File: src/hw/rtl/quaternion_to_euler_macros.svh
// Assertion macros for the quaternion to Euler converter.
// Empty when SYNTHESIS is defined.
`ifndef QUATERNION_TO_EULER_MACROS_SVH
`define QUATERNION_TO_EULER_MACROS_SVH
`ifndef SYNTHESIS
`define Q2E_ASSERT_IMP(label, clk, rst_n, ante, cons) \
  label: assert property (@(posedge clk) disable iff (!rst_n) (ante) |-> (cons)) \
    else $error("assertion failed");
`define Q2E_ASSERT_NXT(label, clk, rst_n, ante, cons) \
  label: assert property (@(posedge clk) disable iff (!rst_n) (ante) |=> (cons)) \
    else $error("assertion failed");
`else
`define Q2E_ASSERT_IMP(label, clk, rst_n, ante, cons)
`define Q2E_ASSERT_NXT(label, clk, rst_n, ante, cons)
`endif
`endif

File: src/hw/rtl/q2e_pkg.sv
// Shared types and constants of the quaternion to Euler converter.
// No dependencies.
`default_nettype none
package q2e_pkg;
  localparam int AW = 40;   // CORDIC x/y width (values below 2^37 in magnitude)
  localparam int ZW = 28;   // angle accumulator, units of 2^-24 rad
  localparam int SW = 57;   // square root operand width
  localparam int RW = 29;   // square root result width
  localparam int TABLE_LEN = 24;
  localparam logic signed [ZW-1:0] PI_Q24 = 28'sd52707179;
  localparam logic signed [14:0] HALF_PI_Q13 = 15'sd12868;
  localparam logic signed [AW-1:0] ONE_Q28 = 40'sd268435456;

  typedef logic signed [AW-1:0] vec_t;
  typedef logic signed [ZW-1:0] ang_t;

  typedef struct packed {
    vec_t x;
    vec_t y;
    ang_t z;
    logic zero;
  } cord_t;

  function automatic ang_t atan_entry(input int i);
    ang_t t;
    unique case (i)
      0: t = 28'sd13176795;
      1: t = 28'sd7778716;
      2: t = 28'sd4110060;
      3: t = 28'sd2086331;
      4: t = 28'sd1047214;
      5: t = 28'sd524117;
      6: t = 28'sd262123;
      7: t = 28'sd131069;
      default: t = (i < TABLE_LEN) ? ang_t'(28'sd65536 >>> (i - 8)) : '0;
    endcase
    return t;
  endfunction
endpackage
`default_nettype wire

File: src/hw/rtl/q2e_cordic.sv
// Pipelined vectoring CORDIC atan2, one iteration per stage, rounded to Q3.13.
// Depends on q2e_pkg.
`default_nettype none
module q2e_cordic
  import q2e_pkg::*;
#(
  parameter int STEPS = 14
) (
  input  wire logic        clk,
  input  wire logic        en,
  input  wire vec_t        y_in,
  input  wire vec_t        x_in,
  output logic signed [15:0] angle
);
  cord_t st [STEPS+1];
  cord_t pre_r;
  cord_t pre_nxt;
  logic signed [15:0] ang_r;
  ang_t zr;

  always_comb begin
    pre_nxt.zero = (x_in == '0) && (y_in == '0);
    if (x_in < 0) begin
      pre_nxt.z = (y_in >= 0) ? PI_Q24 : -PI_Q24;
      pre_nxt.x = -x_in;
      pre_nxt.y = -y_in;
    end else begin
      pre_nxt.z = '0;
      pre_nxt.x = x_in;
      pre_nxt.y = y_in;
    end
  end
  always_ff @(posedge clk) begin
    if (en) pre_r <= pre_nxt;
  end
  assign st[0] = pre_r;

  for (genvar i = 0; i < STEPS; i++) begin : g_it
    cord_t q, nx;
    always_comb begin
      nx.zero = st[i].zero;
      if (i >= TABLE_LEN) begin
        nx = st[i];
      end else if (st[i].y >= 0) begin
        nx.x = st[i].x + (st[i].y >>> i);
        nx.y = st[i].y - (st[i].x >>> i);
        nx.z = st[i].z + atan_entry(i);
      end else begin
        nx.x = st[i].x - (st[i].y >>> i);
        nx.y = st[i].y + (st[i].x >>> i);
        nx.z = st[i].z - atan_entry(i);
      end
    end
    always_ff @(posedge clk) begin
      if (en) q <= nx;
    end
    assign st[i+1] = q;
  end

  assign zr = (st[STEPS].z + ang_t'(1024)) >>> 11;
  always_ff @(posedge clk) begin
    if (en) ang_r <= st[STEPS].zero ? 16'sd0 : zr[15:0];
  end
  assign angle = ang_r;
endmodule
`default_nettype wire

File: config.mk
export PLATFORM = sky130hd
export DESIGN_NAME = q2e_cordic
export DESIGN_NICKNAME = d
export VERILOG_FILES = /design/src/hw/rtl/quaternion_to_euler_macros.svh /design/src/hw/rtl/q2e_pkg.sv /design/src/hw/rtl/q2e_cordic.sv
export SDC_FILE = /design/constraint.sdc
export NUM_CORES = 2
export LEC_CHECK = 0
export BUFFER_PORTS_ARGS = -buffer_cell sky130_fd_sc_hd__buf_2
export CORE_MARGIN = 2
export CORE_UTILIZATION = 25
export CTS_BUF_LIST = sky130_fd_sc_hd__clkbuf_8
export CTS_CLUSTER_DIAMETER = 100
export DETAILED_ROUTE_END_ITERATION = 8
export HOLD_SLACK_MARGIN = 0.02
export SLEW_MARGIN = 10
export SYNTH_ARGS = -nofsm -noshare
export SYNTH_HDL_FRONTEND = slang
export SYNTH_SLANG_ARGS = --single-unit
File: constraint.sdc
create_clock -name clk -period 7.2 [get_ports clk]
set_input_delay 1.44 -clock clk [delete_from_list [all_inputs] [get_ports clk]]
set_output_delay 1.44 -clock clk [all_outputs]
set_load 0.005 [all_outputs]
# Word level (Yosys, flattened, before mapping)
# Cells that the tools add are included.
word_totals:
  ff_bits: 1529
  elab_cells: 173
op_classes:
  add_sub_neg: 80
  order_cmp: 16
  muxes: 16
  reduce_logical: 3
ops:
  columns: ["op", "n"]
  rows:
  - ["$mux 108", 13]
  - ["$ge 40x1->1 const B", 15]
  - ["$add 40x29->40", 2]
  - ["$add 40x30->40", 2]
  - ["$add 40x31->40", 2]
  - ["$add 40x32->40", 2]
  - ["$add 40x33->40", 2]
  - ["$add 40x34->40", 2]
  - ["$add 40x35->40", 2]
  - ["$add 40x36->40", 2]
  - ["$add 40x37->40", 2]
  - ["$add 40x38->40", 2]
  - ["$add 40x39->40", 2]
  - ["$logic_not 40->1", 2]
  - ["$neg 40->40", 2]
  - ["$sub 40x29->40", 2]
  - ["$sub 40x30->40", 2]
  - ["$sub 40x31->40", 2]
  - ["$sub 40x32->40", 2]
  - ["$sub 40x33->40", 2]
  - ["$sub 40x34->40", 2]
  - ["$sub 40x35->40", 2]
  - ["$sub 40x36->40", 2]
  - ["$sub 40x37->40", 2]
  - ["38 further kinds", 43]

# Logic depth before layout (Yosys ltp)
depth:
  word_depth: 3
  mapped_depth: 23
  ltp_nobuf: 23

# Least setup slack after synthesis
# No wires, ideal clock.
synth_path:
  path_type: "register to register"
  start: "register g_it[8].q[83] (netlist bit)"
  end: "register g_it[9].q[68] (netlist bit) (data pin)"
  arrival_time_ns: 5.113
  t_required_ns: 6.938
  setup_slack_ns: 1.824
  path_stages_with_launch: 21
  n_path_buf: 1
  period_less_slack_ns: 5.376
  path_cell_list: "edfxtp_1 -> nor4_1 -> nand2b_1 -> or3_1 -> or4_1 -> or4_1 -> or4_1 -> or4_1 -> o31ai_1 -> xor2_1 -> ha_1 -> clkbuf_1 -> a21oi_1 -> o221ai_1 -> a221o_1 -> a21o_1 -> a21oi_1 -> nor2b_1 -> o21ai_0 -> nand2_1 -> xor2_1"
synth_lines:
  columns: ["element", "line", "text"]
  rows:
  - ["start: declaration", "q2e_cordic.sv:39", "cord_t q, nx;"]
  - ["start signal: assignment", "q2e_cordic.sv:55", "if (en) q <= nx;"]
  - ["end signal: assignment", "q2e_cordic.sv:55", null]
  - ["end: declaration", "q2e_cordic.sv:39", null]

==> impl_results.html <==
<table>
<tr><th>Metric</th><th>Value</th></tr>
<tr><th colspan="2">Yosys</th></tr>
<tr><td>Library cells used by synthesis</td><td>80</td></tr>
<tr><td>Fraction of the yosys area taken by sequential cells</td><td>34.9%</td></tr>
<tr><td>Post-Syn Area</td><td>approximately 0.12 sq mm</td></tr>
<tr><td>Fraction of registers with async set or reset after synthesis</td><td>0%</td></tr>
<tr><td>Mean area per synthesized cell</td><td>9.57 sq um</td></tr>
<tr><td>Number of synthesis warnings</td><td>0</td></tr>
<tr><td>Post-Syn Instances</td><td>~12000</td></tr>
<tr><td>Flip-flop and latch count after synthesis</td><td>1370</td></tr>
<tr><td>Number of flops mapped to enable cells by yosys</td><td>about 1400</td></tr>
<tr><td>Leading register cell type out of synthesis</td><td>edfxtp_1</td></tr>
<tr><th colspan="2">Worst hold path</th></tr>
<tr><td>Worst hold path cell count</td><td>0</td></tr>
<tr><td>Class of the most critical hold timing path</td><td>flop to flop</td></tr>
<tr><td>Hold worst-path end</td><td>g_it[11].q[11]</td></tr>
<tr><td>Startpoint of the worst hold path</td><td>g_it[10].q[11]</td></tr>
<tr><th colspan="2">Setup path</th></tr>
<tr><td>Worst EP required</td><td>about 8 ns</td></tr>
<tr><td>R2R Path End</td><td>g_it[11].q[68]</td></tr>
<tr><td>Sort of element at the end of the critical path</td><td>flop</td></tr>
<tr><td>Critical Path Fanout Max</td><td>6</td></tr>
<tr><td>Worst r2r src</td><td>g_it[10].q[86]</td></tr>
<tr><td>Number of cells traversed by the worst register-to-register path</td><td>20</td></tr>
<tr><td>Worst Setup Path Type</td><td>flop to flop</td></tr>
<tr><td>Crit start category</td><td>flop</td></tr>
<tr><td>WP data arrival</td><td>just under 7 ns</td></tr>
<tr><td>Register-to-register setup slack</td><td>1.23 ns</td></tr>
<tr><th colspan="2">Timing</th></tr>
<tr><td>Final worst hold slack</td><td>between 0.3 and 0.4 ns</td></tr>
<tr><td>Number of endpoints failing setup at the final stage</td><td>0</td></tr>
<tr><td>Fin. Hold Viols</td><td>0</td></tr>
<tr><td>Max Fclk</td><td>approximately 170 MHz</td></tr>
<tr><td>Setup Total Neg Slack</td><td>0 ns</td></tr>
<tr><td>Clk_skew</td><td>roughly 0.096 ns</td></tr>
<tr><td>Smallest setup slack after layout</td><td>between 1 and 1.5 ns</td></tr>
<tr><td>RSZ-0062 raised after global routing</td><td>false</td></tr>
<tr><td>Number of max-slew violations in the final report</td><td>0</td></tr>
<tr><td>Max-slew headroom at the worst pin</td><td>a little under a fifth</td></tr>
<tr><td>Post-layout minimum cycle time</td><td>roughly 6.0 ns</td></tr>
<tr><td>Pin slew with the least headroom to its limit</td><td>between 1 and 1.5 ns</td></tr>
<tr><td>Final period utilization</td><td>82.9%</td></tr>
<tr><th colspan="2">Detailed routing</th></tr>
<tr><td>Overall via count from detail_route</td><td>between 90000 and 100k</td></tr>
<tr><td>Wire length per cell after detailed routing</td><td>between 15 and 20 um</td></tr>
<tr><td>Drt first pass iters</td><td>8</td></tr>
<tr><td>Mean number of vias per cell</td><td>about 4.8</td></tr>
<tr><td>Number of antenna-violating nets in the routed design</td><td>0</td></tr>
<tr><td>DR DRC count</td><td>2</td></tr>
<tr><td>Total detailed-routing wirelength</td><td>about 290000 um</td></tr>
<tr><td>Violation count after the first detailed-route iteration</td><td>4937</td></tr>
<tr><th colspan="2">Placed design</th></tr>
<tr><td>Final HPWL from detailed placement</td><td>around 230000 um</td></tr>
<tr><td>Placer Congestion</td><td>between 0.8 and 0.9</td></tr>
<tr><td>Cell total after placement</td><td>between 15000 and 20000</td></tr>
<tr><td>Port buffer count</td><td>between 90 and 100</td></tr>
<tr><td>Pre-CTS WS</td><td>1.28 ns</td></tr>
<tr><th colspan="2">Floorplan</th></tr>
<tr><td>Die Width</td><td>approximately 700 um</td></tr>
<tr><td>Die outline area</td><td>approximately 0.48 sq mm</td></tr>
<tr><td>Standard-cell rows</td><td>approximately 250</td></tr>
<tr><td>Number of top-level design ports</td><td>between 90 and 100</td></tr>
<tr><td>Overall die height</td><td>between 600 and 700 um</td></tr>
<tr><td>Starting density of the core</td><td>~25%</td></tr>
<tr><td>Area of the core region</td><td>approximately 0.47 sq mm</td></tr>
<tr><th colspan="2">Clock tree</th></tr>
<tr><td>Clock tree from TritonCTS</td><td>built</td></tr>
<tr><td>Clock-pin slew on the worst setup and hold paths</td><td>approximately 0.070 ns</td></tr>
<tr><td>Number of H-tree levels</td><td>4</td></tr>
<tr><td>Source-to-sink clock delay at the later pin of the worst-skew pair</td><td>~1.0 ns</td></tr>
<tr><td>Clock Sink Count</td><td>approximately 1400</td></tr>
<tr><td>Maximum buffer depth of the clock tree</td><td>4</td></tr>
<tr><td>Number of buffers added for setup after CTS</td><td>0</td></tr>
<tr><td>Root buffer cell</td><td>clkbuf_8</td></tr>
<tr><td>Gates resized, CTS repair</td><td>0</td></tr>
<tr><td>Number of hold buffers added after CTS</td><td>0</td></tr>
<tr><td>CTS buffer count</td><td>230</td></tr>
<tr><th colspan="2">GRT</th></tr>
<tr><td>First-pass GRT wire length</td><td>around 460000 um</td></tr>
<tr><td>Number of global-route vias before repair</td><td>around 90000</td></tr>
<tr><td>All-Layer GR Usage</td><td>11.5%</td></tr>
<tr><td>Pin count of the biggest net entering global routing</td><td>190</td></tr>
<tr><td>Total overflow reported by the global router</td><td>0</td></tr>
<tr><td>Number of antenna violations at the first check in global routing</td><td>3</td></tr>
<tr><th colspan="2">Outcome</th></tr>
<tr><td>Status</td><td>finished with violations</td></tr>
<tr><td>Failing checks</td><td>DRC</td></tr>
<tr><th colspan="2">Layout</th></tr>
<tr><td>Leading cell type in the layout, fill and taps excluded</td><td>edfxtp_1</td></tr>
<tr><td>Filler Cells Inserted</td><td>approximately 50000</td></tr>
<tr><td>Final nets</td><td>13900</td></tr>
<tr><td>Layout cells sized above 1</td><td>under 10%</td></tr>
<tr><td>Synthesis-to-finish area growth</td><td>10.5%</td></tr>
<tr><td>Number of non-filler instances in the completed layout</td><td>approximately 19000</td></tr>
<tr><td>Commonest non-fill, non-tap cells in the layout</td><td>edfxtp_1, ha_1, xnor2_1</td></tr>
<tr><th colspan="2">Flow run</th></tr>
<tr><td>Max_cap viols</td><td>0</td></tr>
</table>
==> critical path, stage by stage, from the launching register on <==
cell	delay, ns
edfxtp_1	0.44
or4_1	0.60
or3_1	0.39
or3_1	0.39
or2_2	0.31
or3_1	0.40
or4_1	0.55
o21ai_0	0.24
xor2_1	0.18
ha_1	0.32
nand4_1	0.21
o221ai_1	0.15
a21oi_1	0.16
o21ai_0	0.14
a221o_1	0.34
a21o_1	0.20
a21oi_1	0.21
a21oi_1	0.13
nand4_1	0.11
nand2_1	0.07
xor2_1	0.15
==> logic make-up (layout without fill, tap and decap cells) <==
kind of cell | Yosys count | in the layout | share of synthesized area, %
AO/OA/AOI/OAI | 3868 | 3868 | 21.1
XOR/XNOR | 1838 | 1838 | 13.7
adder cells (fa/ha/maj) | 1330 | 1330 | 14.4
buffers and inverters | 767 | 1078 | 2.44
flip-flops | 1370 | 1370 | 34.9
multiplexers | 41 | 41 | 0.348
other | 1 | 57 | 0.00318
AND/OR/NAND/NOR | 3093 | 3093 | 13.2
==> registers in the layout (all words and copies together) (netlist names) <==
name     cells
pre_r       83
angle       16
g_it.nx      2
g_it.q    1269
==> metal layers <==
layer,track usage [%],up-vias,wire length (um)
met5,0,-,0
met4,4.70,0,12100
met3,1.28,589,8600
met2,20.8,1594,140000
met1,13.9,41600,125000
li1,-,46400,-
==> worst max-delay path by stage <==
| stage | cells past startpoint | from | endpoint | slack, ns |
|---|---|---|---|---|
| after floorplan | 20 | g_it[8].q[83] | g_it[9].q[68] | 1.82 |
| after global placement | 19 | g_it[8].q[84] | g_it[9].q[68] | 1.07 |
| after detailed placement | 20 | g_it[10].q[86] | g_it[11].q[68] | 1.28 |
| after CTS | 20 | g_it[10].q[86] | g_it[11].q[68] | 1.27 |
| after global routing | 19 | g_it[2].q[38] | g_it[3].q[108] | 0.81 |
| final | 20 | g_it[10].q[86] | g_it[11].q[68] | 1.23 |
==> cell type report <==
type                            count  area [sq um]  area share [%]
Sequential cell                  1370         41100            31.6
Clock inverter                    172          1170           0.898
Timing Repair Buffer              161          1030           0.792
Clock buffer                      231          3180            2.44
Multi-Input combinational cell  10200         74000            56.8
Tap cell                         6223          7790            5.98
Inverter                          514          1930            1.48
Antenna cell                        2          5.00         0.00384
==> stage by stage <==
step                      utilization, %  area, sq um
after floorplan                        -       118000
after global placement              26.8       126000
after detailed placement            26.8       126000
after CTS                           27.7       130000
after global routing                27.7       130000
final                               27.7       130000
==> Yosys cell counts (157+ instances only) <==
library cell	count	area, sq um
clkbuf_1	218	818
o31ai_1	274	2060
o21ai_0	818	4090
nor2b_1	171	1070
o21bai_1	181	1360
nor2_1	796	2990
xnor2_1	1194	10500
a21oi_1	1112	5570
a21o_1	546	4100
nand3_1	187	936
o21a_1	161	1210
xor2_1	644	5640
inv_1	507	1900
nand2b_1	219	1370
or4_1	157	1180
or3_1	175	1090
nand2_1	678	2540
nor3_1	198	991
ha_1	1293	16200
edfxtp_1	1370	41100
Power is not shown: default switching activity piles up to over one toggle a cycle in this logic, so the estimate is an artifact.
